`config.mk`:
```
export PLATFORM = sky130hd
export DESIGN_NAME = utf8_strict_decoder_flat
export DESIGN_NICKNAME = d
export VERILOG_FILES = /design/src/sv/u8d_pkg.sv /design/src/sv/u8d_if.sv /design/src/sv/u8d_datapath.sv /design/src/sv/u8d_ctrl.sv /design/src/sv/utf8_strict_decoder.sv /design/src/flat_wrapper.sv
export SDC_FILE = /design/constraint.sdc
export NUM_CORES = 1
export LEC_CHECK = 0
export BUFFER_PORTS_ARGS = -buffer_cell sky130_fd_sc_hd__buf_2
export CELL_PAD_IN_SITES_DETAIL_PLACEMENT = 1
export CELL_PAD_IN_SITES_GLOBAL_PLACEMENT = 2
export CORE_ASPECT_RATIO = 0.6
export CORE_MARGIN = 1
export CORE_UTILIZATION = 35
export DETAILED_ROUTE_END_ITERATION = 10
export MAX_ROUTING_LAYER = met4
export PLACE_DENSITY = 0.73
export SLEW_MARGIN = 10
export SYNTH_ARGS = -nofsm -noshare
export SYNTH_HDL_FRONTEND = slang
export SYNTH_SLANG_ARGS = --single-unit
```
`constraint.sdc`:
```
create_clock -name clk -period 4 [get_ports clk]
set_clock_uncertainty 0.2 [all_clocks]
set_input_delay 0.2 -clock clk [delete_from_list [all_inputs] [get_ports clk]]
set_output_delay 0.2 -clock clk [all_outputs]
set_load 0.005 [all_outputs]
```
`src/sv/u8d_pkg.sv`:
```
// shared types, constants and byte classification for the strict utf-8 decoder
package u8d_pkg;

    localparam logic [7:0]  BYTE_ASCII_LIM = 8'h80;
    localparam logic [7:0]  CONT_MASK      = 8'hC0;
    localparam logic [7:0]  CONT_TAG       = 8'h80;
    localparam logic [7:0]  LEAD2_LO       = 8'hC2;
    localparam logic [7:0]  LEAD2_HI       = 8'hDF;
    localparam logic [7:0]  LEAD3_LO       = 8'hE0;
    localparam logic [7:0]  LEAD3_HI       = 8'hEF;
    localparam logic [7:0]  LEAD4_LO       = 8'hF0;
    localparam logic [7:0]  LEAD4_HI       = 8'hF4;
    localparam logic [7:0]  LEAD_E0        = 8'hE0;
    localparam logic [7:0]  LEAD_ED        = 8'hED;
    localparam logic [7:0]  LEAD_F0        = 8'hF0;
    localparam logic [7:0]  LEAD_F4        = 8'hF4;
    localparam logic [7:0]  CONT_A0        = 8'hA0;
    localparam logic [7:0]  CONT_90        = 8'h90;
    localparam logic [20:0] REPLACEMENT_CP = 21'h00FFFD;

    typedef enum logic [2:0] {
        ACT_STORE,
        ACT_CHAR,
        ACT_REP,
        ACT_END,
        ACT_FLUSH_EOT,
        ACT_FLUSH_BAD
    } act_t;

    typedef enum logic [1:0] {
        ST_IDLE,
        ST_FLUSH,
        ST_TAIL
    } state_t;

    typedef struct packed {
        logic load_byte;
        logic sel_held;
        logic apply;
        logic start_flush;
        logic emit_rep;
    } cmd_t;

    typedef struct packed {
        act_t act;
        logic slot_free;
        logic rep_last;
        logic flush_eot;
    } sts_t;

    // total sequence length for a lead byte, 0 when not a valid lead
    function automatic logic [2:0] seq_len(input logic [7:0] b);
        logic [2:0] n;
        n = 3'd0;
        if (b inside {[LEAD2_LO:LEAD2_HI]})
        begin
            n = 3'd2;
        end
        else if (b inside {[LEAD3_LO:LEAD3_HI]})
        begin
            n = 3'd3;
        end
        else if (b inside {[LEAD4_LO:LEAD4_HI]})
        begin
            n = 3'd4;
        end
        return n;
    endfunction

    // whether b may follow the lead at position pos
    function automatic logic cont_ok(input logic [7:0] lead, input logic [1:0] pos,
                                     input logic [7:0] b);
        logic ok;
        ok = ((b & CONT_MASK) == CONT_TAG);
        if (pos == 2'd1)
        begin
            if (lead == LEAD_E0 && b < CONT_A0)
            begin
                ok = 1'b0;
            end
            if (lead == LEAD_ED && b >= CONT_A0)
            begin
                ok = 1'b0;
            end
            if (lead == LEAD_F0 && b < CONT_90)
            begin
                ok = 1'b0;
            end
            if (lead == LEAD_F4 && b >= CONT_90)
            begin
                ok = 1'b0;
            end
        end
        return ok;
    endfunction

endpackage

```
`src/sv/u8d_if.sv`:
```
// handshake channels for text bytes and decoded characters
interface u8d_byte_if;
    logic       valid;
    logic       ready;
    logic [7:0] text_byte;

    modport source (output valid, output text_byte, input ready);
    modport sink (input valid, input text_byte, output ready);
endinterface

interface u8d_char_if;
    logic        valid;
    logic        ready;
    logic [20:0] code_point;
    logic [2:0]  byte_length;
    logic        replaced;
    logic        end_of_text;
    logic        no_character;

    modport source (output valid, output code_point, output byte_length, output replaced,
                    output end_of_text, output no_character, input ready);
    modport sink (input valid, input code_point, input byte_length, input replaced,
                  input end_of_text, input no_character, output ready);
endinterface

```
`src/sv/u8d_datapath.sv`:
```
// pending store, classification, replacement counter and output register
module u8d_datapath
    import u8d_pkg::*;
(
    input  logic        clk,
    input  logic        rst_n,
    input  logic [7:0]  text_byte,
    input  cmd_t        cmd,
    output sts_t        sts,
    u8d_char_if.source  chars
);

    logic [7:0]  pend_reg [3];
    logic [1:0]  cnt_reg;
    logic [1:0]  cnt_next;
    logic [7:0]  held_reg;
    logic [1:0]  rep_reg;
    logic [1:0]  rep_next;
    logic        eot_mode_reg;
    logic        eot_mode_next;
    logic        out_valid_reg;
    logic        out_valid_next;
    logic [20:0] cp_reg;
    logic [2:0]  len_reg;
    logic        rep_flag_reg;
    logic        eot_reg;
    logic        nochar_reg;

    logic [7:0]  cur_byte;
    logic [2:0]  need;
    logic [2:0]  cnt_ext;
    act_t        act;
    logic [20:0] char_cp;
    logic [2:0]  char_len;
    logic        slot_free;
    logic        do_write;

    assign cur_byte  = cmd.sel_held ? held_reg : text_byte;
    assign need      = seq_len(pend_reg[0]);
    assign cnt_ext   = {1'b0, cnt_reg};
    assign slot_free = !out_valid_reg || chars.ready;

    // classify the current byte against the pending sequence
    always_comb
    begin
        act = ACT_REP;
        if (cur_byte == 8'd0)
        begin
            act = (cnt_reg == 2'd0) ? ACT_END : ACT_FLUSH_EOT;
        end
        else if (cnt_reg != 2'd0)
        begin
            if (need > cnt_ext && cont_ok(pend_reg[0], cnt_reg, cur_byte))
            begin
                act = (cnt_ext + 3'd1 == need) ? ACT_CHAR : ACT_STORE;
            end
            else
            begin
                act = ACT_FLUSH_BAD;
            end
        end
        else if (cur_byte < BYTE_ASCII_LIM)
        begin
            act = ACT_CHAR;
        end
        else if (seq_len(cur_byte) != 3'd0)
        begin
            act = ACT_STORE;
        end
    end

    // code point of a completed character
    always_comb
    begin
        char_cp  = {13'd0, cur_byte};
        char_len = 3'd1;
        if (cnt_reg != 2'd0)
        begin
            char_len = need;
            case (need)
                3'd2:
                begin
                    char_cp = {10'd0, pend_reg[0][4:0], cur_byte[5:0]};
                end
                3'd3:
                begin
                    char_cp = {5'd0, pend_reg[0][3:0], pend_reg[1][5:0], cur_byte[5:0]};
                end
                3'd4:
                begin
                    char_cp = {pend_reg[0][2:0], pend_reg[1][5:0], pend_reg[2][5:0],
                               cur_byte[5:0]};
                end
                default:
                begin
                    char_cp = {13'd0, cur_byte};
                end
            endcase
        end
    end

    assign do_write = cmd.emit_rep ||
                      (cmd.apply && (act == ACT_CHAR || act == ACT_REP || act == ACT_END));

    always_comb
    begin
        cnt_next       = cnt_reg;
        rep_next       = rep_reg;
        eot_mode_next  = eot_mode_reg;
        out_valid_next = out_valid_reg;
        if (do_write)
        begin
            out_valid_next = 1'b1;
        end
        else if (chars.ready)
        begin
            out_valid_next = 1'b0;
        end
        if (cmd.start_flush)
        begin
            rep_next      = cnt_reg;
            eot_mode_next = (act == ACT_FLUSH_EOT);
        end
        else if (cmd.emit_rep)
        begin
            rep_next = rep_reg - 2'd1;
            if (rep_reg == 2'd1)
            begin
                cnt_next = 2'd0;
            end
        end
        else if (cmd.apply)
        begin
            if (act == ACT_STORE)
            begin
                cnt_next = cnt_reg + 2'd1;
            end
            else if (act == ACT_CHAR)
            begin
                cnt_next = 2'd0;
            end
        end
    end

    always_ff @(posedge clk or negedge rst_n)
    begin
        if (!rst_n)
        begin
            cnt_reg       <= 2'd0;
            rep_reg       <= 2'd0;
            eot_mode_reg  <= 1'b0;
            out_valid_reg <= 1'b0;
        end
        else
        begin
            cnt_reg       <= cnt_next;
            rep_reg       <= rep_next;
            eot_mode_reg  <= eot_mode_next;
            out_valid_reg <= out_valid_next;
        end
    end

    always_ff @(posedge clk)
    begin
        if (cmd.load_byte)
        begin
            held_reg <= text_byte;
        end
        if (cmd.apply && act == ACT_STORE)
        begin
            pend_reg[cnt_reg] <= cur_byte;
        end
        if (cmd.emit_rep)
        begin
            cp_reg       <= REPLACEMENT_CP;
            len_reg      <= 3'd1;
            rep_flag_reg <= 1'b1;
            eot_reg      <= eot_mode_reg && (rep_reg == 2'd1);
            nochar_reg   <= 1'b0;
        end
        else if (do_write)
        begin
            case (act)
                ACT_CHAR:
                begin
                    cp_reg       <= char_cp;
                    len_reg      <= char_len;
                    rep_flag_reg <= 1'b0;
                    eot_reg      <= 1'b0;
                    nochar_reg   <= 1'b0;
                end
                ACT_END:
                begin
                    cp_reg       <= 21'd0;
                    len_reg      <= 3'd0;
                    rep_flag_reg <= 1'b0;
                    eot_reg      <= 1'b1;
                    nochar_reg   <= 1'b1;
                end
                default:
                begin
                    cp_reg       <= REPLACEMENT_CP;
                    len_reg      <= 3'd1;
                    rep_flag_reg <= 1'b1;
                    eot_reg      <= 1'b0;
                    nochar_reg   <= 1'b0;
                end
            endcase
        end
    end

    assign sts.act       = act;
    assign sts.slot_free = slot_free;
    assign sts.rep_last  = (rep_reg == 2'd1);
    assign sts.flush_eot = eot_mode_reg;

    assign chars.valid        = out_valid_reg;
    assign chars.code_point   = cp_reg;
    assign chars.byte_length  = len_reg;
    assign chars.replaced     = rep_flag_reg;
    assign chars.end_of_text  = eot_reg;
    assign chars.no_character = nochar_reg;

    a_nochar_eot: assert property (@(posedge clk) disable iff (!rst_n)
        out_valid_reg && nochar_reg |-> eot_reg)
        else $error("no-character word without end of text");

    a_full_pending_is_4byte: assert property (@(posedge clk) disable iff (!rst_n)
        cnt_reg == 2'd3 |-> need == 3'd4)
        else $error("three bytes pending for a short sequence");

    a_emit_has_count: assert property (@(posedge clk) disable iff (!rst_n)
        cmd.emit_rep |-> rep_reg != 2'd0 && slot_free)
        else $error("replacement emitted with empty flush count");

    a_write_needs_slot: assert property (@(posedge clk) disable iff (!rst_n)
        do_write |-> slot_free)
        else $error("output word overwritten");

endmodule

```
`src/sv/u8d_ctrl.sv`:
```
// controller state machine sequencing accept, flush and rescan
module u8d_ctrl
    import u8d_pkg::*;
(
    input  logic clk,
    input  logic rst_n,
    input  logic in_valid,
    output logic in_ready,
    input  sts_t sts,
    output cmd_t cmd
);

    state_t state_reg;
    state_t state_next;
    logic   accept;

    assign accept = (state_reg == ST_IDLE) && in_valid && sts.slot_free;

    always_comb
    begin
        state_next = state_reg;
        case (state_reg)
            ST_IDLE:
            begin
                if (accept && (sts.act == ACT_FLUSH_EOT || sts.act == ACT_FLUSH_BAD))
                begin
                    state_next = ST_FLUSH;
                end
            end
            ST_FLUSH:
            begin
                if (sts.slot_free && sts.rep_last)
                begin
                    state_next = sts.flush_eot ? ST_IDLE : ST_TAIL;
                end
            end
            ST_TAIL:
            begin
                if (sts.slot_free)
                begin
                    state_next = ST_IDLE;
                end
            end
            default:
            begin
                state_next = ST_IDLE;
            end
        endcase
    end

    always_comb
    begin
        cmd      = '0;
        in_ready = 1'b0;
        case (state_reg)
            ST_IDLE:
            begin
                in_ready      = sts.slot_free;
                cmd.load_byte = accept;
                if (accept)
                begin
                    if (sts.act == ACT_FLUSH_EOT || sts.act == ACT_FLUSH_BAD)
                    begin
                        cmd.start_flush = 1'b1;
                    end
                    else
                    begin
                        cmd.apply = 1'b1;
                    end
                end
            end
            ST_FLUSH:
            begin
                cmd.emit_rep = sts.slot_free;
            end
            ST_TAIL:
            begin
                cmd.sel_held = 1'b1;
                cmd.apply    = sts.slot_free;
            end
            default:
            begin
                cmd = '0;
            end
        endcase
    end

    always_ff @(posedge clk or negedge rst_n)
    begin
        if (!rst_n)
        begin
            state_reg <= ST_IDLE;
        end
        else
        begin
            state_reg <= state_next;
        end
    end

    a_flush_no_input: assert property (@(posedge clk) disable iff (!rst_n)
        state_reg != ST_IDLE |-> !in_ready)
        else $error("input taken during flush or rescan");

    a_tail_after_flush: assert property (@(posedge clk) disable iff (!rst_n)
        state_reg == ST_TAIL |-> $past(state_reg) == ST_FLUSH || $past(state_reg) == ST_TAIL)
        else $error("rescan entered without flush");

    a_one_command: assert property (@(posedge clk) disable iff (!rst_n)
        $onehot0({cmd.apply, cmd.start_flush, cmd.emit_rep}))
        else $error("conflicting datapath commands");

endmodule

```
`src/sv/utf8_strict_decoder.sv`:
```
// strict utf-8 decoder top level
// a result word is registered and shows in the cycle after the byte that completes it
// one byte per cycle while the output slot is free; with n bytes pending, a broken
//   sequence stalls input for n replacement words and a rescan of the held byte, and a
//   terminator stalls it for n replacement words, the last marked end of text
// reset: asynchronous active low, clears pending count, flush state and output valid
module utf8_strict_decoder
    import u8d_pkg::*;
(
    input  logic       clk,
    input  logic       rst_n,
    u8d_byte_if.sink   text,
    u8d_char_if.source chars
);

    cmd_t cmd;
    sts_t sts;

    u8d_ctrl u_ctrl (
        .clk      (clk),
        .rst_n    (rst_n),
        .in_valid (text.valid),
        .in_ready (text.ready),
        .sts      (sts),
        .cmd      (cmd)
    );

    u8d_datapath u_dp (
        .clk       (clk),
        .rst_n     (rst_n),
        .text_byte (text.text_byte),
        .cmd       (cmd),
        .sts       (sts),
        .chars     (chars)
    );

endmodule
```
`src/flat_wrapper.sv`:
```
// flat-port wrapper written by rule: the top's interface ports become plain ports
module utf8_strict_decoder_flat import u8d_pkg::*;
  (clk, rst_n, text_valid, text_text_byte, text_ready, chars_valid, chars_code_point, chars_byte_length, chars_replaced, chars_end_of_text, chars_no_character, chars_ready);
  u8d_byte_if text_i ();
  u8d_char_if chars_i ();
  input  logic clk;
  input  logic rst_n;
  input wire logic [$bits(text_i.valid)-1:0] text_valid;
  input wire logic [$bits(text_i.text_byte)-1:0] text_text_byte;
  output wire logic [$bits(text_i.ready)-1:0] text_ready;
  output wire logic [$bits(chars_i.valid)-1:0] chars_valid;
  output wire logic [$bits(chars_i.code_point)-1:0] chars_code_point;
  output wire logic [$bits(chars_i.byte_length)-1:0] chars_byte_length;
  output wire logic [$bits(chars_i.replaced)-1:0] chars_replaced;
  output wire logic [$bits(chars_i.end_of_text)-1:0] chars_end_of_text;
  output wire logic [$bits(chars_i.no_character)-1:0] chars_no_character;
  input wire logic [$bits(chars_i.ready)-1:0] chars_ready;
  assign text_i.valid = text_valid;
  assign text_i.text_byte = text_text_byte;
  assign text_ready = text_i.ready;
  assign chars_valid = chars_i.valid;
  assign chars_code_point = chars_i.code_point;
  assign chars_byte_length = chars_i.byte_length;
  assign chars_replaced = chars_i.replaced;
  assign chars_end_of_text = chars_i.end_of_text;
  assign chars_no_character = chars_i.no_character;
  assign chars_i.ready = chars_ready;
  utf8_strict_decoder u_core (.clk(clk), .rst_n(rst_n), .text(text_i), .chars(chars_i));
endmodule
```
# Yosys cells after proc, flatten, opt, wreduce, memory -nomap -nowiden
# Memories as Yosys holds them, arrays and structs flattened.
# Index checks and enable logic that the tools add are counted.
# Widths: inputs -> output; s select.
# word_totals
mem_count	1
in_bits	12
elab_cells	152
latchBits	0
rom_bits	0
regBits	43
ramBits	24
# memory_table
name	depth	word_bits	read_ports	rd_ports_with_merged_regs	wr	line_no	source
u_core.u_dp.pend_reg	3	8	3	0	1	u8d_datapath.sv:13	logic [7:0] pend_reg [3];
# op_classes
n_bitwise	1
n_shift	0
eq_ne	22
add_sub_neg	3
muxes	58
n_div	0
n_reduce_logical	38
multipliers	0
order_cmp	18
# op_table
op	count
$ge 8x8->1 const B	8
$pmux 21 s3	1
$le 8x8->1 const B	6
$mux 3	14
$pmux 21 s2	1
$eq 8x8->1 const B	4
$mux 2	14
$lt 8x8->1 const B	3
$mux 1	23
$mux 21	1
$logic_and 1x1->1	18
$eq 3x2->1 const B	4
$reduce_bool 2->1	5
$eq 3x3->1 const B	3
$logic_not 8->1	1
$mux 8	1
$eq 2x1->1 const B	3
$pmux 2 s3	1
$pmux 3 s2	1
$reduce_bool 3->1	2
$logic_or 1x1->1	5
$eq 2x2->1 const B	2
$logic_not 2->1	2
$ne 2x1->1 const B	2
other kinds (14)	15

# Longest topological paths before layout
# depth
ltp_word	25
mapped_depth	13
mapped_depth_nobuf	12

# By module
# From an unflattened synthesis, not the netlist that was laid out.
# unflattened
hier_cells	268
area_unflattened_um2	2986.6
# modules_own_cells
mod	instances	area_each_um2	cells_each	seq_area_each_um2
u8d_datapath	1	2846.5	251	1541.5
u8d_ctrl	1	140.1	17	50.0

# Worst setup path before layout
# Ideal clock, no wire load.
# synth_timing
path_kind	reg2reg
start	mem u_core.u_dp.pend_reg[0][2]
end	mem u_core.u_dp.pend_reg[1][0] (enable)
t_required_ns	3.480
arrival_ns	2.590
setup_time_ns	0.320
path_stages_with_launch	13
synth_period_minus_slack_ns	3.110
slack_ns	0.890
path_buffers	1
path_cell_list	edfxtp_1 > buf_6 > nor4_1 > o21a_2 > inv_1 > ha_1 > nor2b_1 > o21ai_0 > a21oi_1 > o311a_1 > a211o_4 > nor2b_1 > and2_1
# synth_rtl
item	line_no
start: declaration	u8d_datapath.sv:13

==> key figures <==
Run status
  – Status: finished, final reports clean

CTS
  – CTS resizes: 0
  – Clock Tree Buf Depth: 2
  – Setup Buffers After CTS: 0
  – Clock root cell: clkbuf_16
  – CTS tree: yes
  – Clk slew on worst S/H paths: approximately 0.050 ns
  – Clk sink count: 63
  – CTS Hold Bufs: 9
  – H-tree Lvls: 3
  – CTS Buf Count: 9
  – Clk_lat worst skew: 0.33 ns

Die
  – Die height: 73.3 µm
  – Num ports: 41
  – # rows: 25
  – Width of the die: 121 µm
  – Core footprint: 8040 µm²
  – Die footprint: roughly 9000 µm²
  – Initial Util: 36.8%

Min path
  – Hold Crit Class: in2reg

GRT
  – M1 GR Usage: between 30% and 40%
  – GR Util met3: under 10%
  – First-pass GRT wire length: 12800 µm
  – GRT Max-Usage Layer: met1
  – Total GRT Usage: slightly above 20%
  – Initial antenna violation count: 0
  – Met2 Track Usage GR: between 20 and 30%
  – Largest net degree at the start of global routing: 27
  – GRT overflow: 0
  – Vias in the first global route: 2305

Final layout
  – Largest register FFs: 21
  – Share of layout cells above drive strength 1: between 20% and 30%
  – Area delta synth->final: 26.1%
  – Fill count: just under 900
  – Antenna Cells: 0
  – Final #Nets: around 340

Logic synthesis
  – Synth Flop Type: edfxtp_1
  – EDFF count, synth: 29
  – Synth Area per Inst: about 11 µm²
  – Flops & latches, synth: 63
  – Async SR Flop Fraction: 12.7%
  – Sequential fraction of the synthesis area: a little over half
  – Synth warn: 0
  – Post-synthesis cell type count: a little over 50
  – Post-Syn Instances: roughly 260
  – Syn_nets: about 280
  – Cell area after synthesis: about 3000 µm²

Critical path
  – CP Buf/Inv Count: 1
  – CP Launch Point: u_core.u_dp.pend_reg[0][4]
  – Required time of the critical path: roughly 4.0 ns
  – Critical path type: reg2reg
  – CP Depth: 11
  – Reg2Reg Setup Slack: between 0.4 and 0.5 ns
  – Worst reg2reg path endpoint: u_core.u_dp.chars.code_point[17]
  – Crit path capture type: register
  – Worst-path fanout max: 26
  – Critical Path End: u_core.u_dp.chars.code_point[17]
  – Critical Path AT: about 3.6 ns
  – CP cell instances: nor4_1, o21a_2, inv_1, ha_1, nor2b_1, o21ai_0, a21oi_1, o311a_1, a211o_4, o21ai_4, a2bb2o_1
  – R2R Path Start: u_core.u_dp.pend_reg[0][4]
  – CP max-delay cell: o21ai_4
  – Reg2Reg Depth: 11
  – Top delay family on crit path: compound AO/OA/AOI/OAI gates
  – Startpoint types: register
  – Max incr delay on CP: approximately 0.57 ns

STA
  – Unrepaired setup endpoints after global routing: no
  – Final hold vios: 0
  – Slew headroom: a little over half
  – Fmax: about 280 MHz
  – Final min period: around 3.6 ns
  – Final worst path period share: 89.7%
  – Final max-slew violation count: 0
  – Final TNS setup: 0 ns
  – Worst-Margin Slew: between 0.6 and 0.7 ns
  – Final setup fails: 0
  – Final worst setup slack: ~0.41 ns

Power
  – Worst vdd ir: 0.331 mV
  – LEAKAGE: 1.51 nW
  – PwrDens: between 700 and 800 nW/µm²

Placed design
  – RePlAce Congestion: about 0.84
  – # port buffers: 40
  – Worst slack, placed: 0.391 ns
  – Post-DP HPWL: roughly 6000 µm

Route
  – Via count: around 2300
  – Drt first pass iters: 4
  – Post-Route WL: ~7900 µm
  – Antenna viol nets, final: 0
  – Vias/cell: approximately 5.3
  – Drt drc: 0
  – WL/cell: 18.1 µm
  – First DRT Iteration DRCs: 140

Job
  – Max Cap Violations: 0
-- stage by stage --
stage               instance area (µm²)  power (mW)  hold WS, ns  cells  utilization (%)
floorplan                          2960        1.55       -0.296    263                -
global placement                   3320        1.86       -0.145    413             41.4
detailed placement                 3320        1.87       -0.137    413             41.4
CTS                                3730        2.71       0.0298    438             46.4
global route                       3730        2.84       0.0676    438             46.4
finish                             3730        2.67       0.0365    438             46.4
-- area by class of cell --
class,count,area [µm²],share of cell area [%]
well taps,108,135,3.62
flip-flops and latches,63,1590,42.6
inverters,17,63.8,1.71
clock inverters,4,51.3,1.37
clock buffers,12,268,7.17
repair buffers,61,380,10.2
multi-input cells,173,1240,33.3
-- worst min-delay path by stage --
stage	from	end	slack, ns	cells after the start
2_1_floorplan	rst_n	u_core.u_ctrl.state_reg[0]	-0.30	0
3_3_place_gp	rst_n	u_core.u_ctrl.state_reg[1]	-0.14	1
3_5_place_dp	rst_n	u_core.u_dp.chars.valid	-0.14	1
4_1_cts	chars_ready	u_core.u_dp.chars.valid	0.03	3
5_1_grt	rst_n	u_core.u_dp.rep_reg[1]	0.07	2
6_report	chars_ready	u_core.u_dp.chars.valid	0.04	3
-- cells by family (layout without fill, tap and decap cells) --
kind of cell / Yosys count / in the layout / synth area share (%)
muxes: 15 / 15 / 5.32
buffers and inverters: 27 / 94 / 4.27
DFF: 63 / 63 / 53.7
and+or+nand+nor: 83 / 83 / 15.4
adders and majority gates: 7 / 7 / 2.96
AOI/OAI and AO/OA: 65 / 65 / 17.4
xor gates and xnor gates: 3 / 3 / 0.887
-- cell usage after synthesis, types with 4 or more instances --
cell type | instances | area share [%]
clkbuf_1 | 5 | 0.63
nor2_1 | 18 | 2.3
a2bb2o_1 | 5 | 1.7
a22oi_1 | 5 | 1.3
o22a_1 | 15 | 4.4
ha_1 | 7 | 3.0
nand3_1 | 5 | 0.84
mux2_2 | 6 | 2.3
o21ai_0 | 7 | 1.2
nand2b_1 | 5 | 1.1
a21oi_1 | 7 | 1.2
a222oi_1 | 4 | 1.4
mux2i_1 | 9 | 3.0
nor3_1 | 5 | 0.84
edfxtp_1 | 29 | 29
nor2b_1 | 6 | 1.3
and3_1 | 5 | 1.1
inv_1 | 16 | 2.0
dfrtp_1 | 8 | 6.8
nand2_1 | 19 | 2.4
dfxtp_1 | 26 | 18
and2_1 | 4 | 0.84
-- worst reg2reg max path: stages, from the launching register on --
cell	delay, ns
edfxtp_1	0.51
nor4_1	0.30
o21a_2	0.22
inv_1	0.07
ha_1	0.28
nor2b_1	0.13
o21ai_0	0.13
a21oi_1	0.14
o311a_1	0.18
a211o_4	0.40
o21ai_4	0.57
a2bb2o_1	0.33
-- layout by cell type, fill, tap and decap left out, drive strengths merged, types with 5 or more instances in the layout --
| master | count |
|---|---|
| buf | 52 |
| nand2 | 19 |
| ha | 7 |
| clkbuf | 12 |
| and3 | 5 |
| a2bb2o | 5 |
| a22oi | 5 |
| nor2b | 6 |
| inv | 17 |
| mux2i | 9 |
| mux2 | 6 |
| edfxtp | 29 |
| nor3 | 6 |
| nand3 | 5 |
| dlygate4sd3 | 9 |
| nor2 | 18 |
| o21ai | 8 |
| nand2b | 5 |
| dfxtp | 26 |
| dfrtp | 8 |
| o22a | 15 |
| a21oi | 7 |
-- report_power, final --
part / total (mW) / internal (mW) / switching (mW)
Clock: 0.820 / 0.537 / 0.284
Sequential: 0.933 / 0.846 / 0.0875
Combinational: 0.921 / 0.400 / 0.520
-- layer usage --
metal	vias to the layer above	routed length (µm)
met5	-	0
met4	0	91
met3	8	418
met2	54	3170
met1	1124	4270
li1	1118	-
Note: power is estimated with default switching activity, not from simulation.
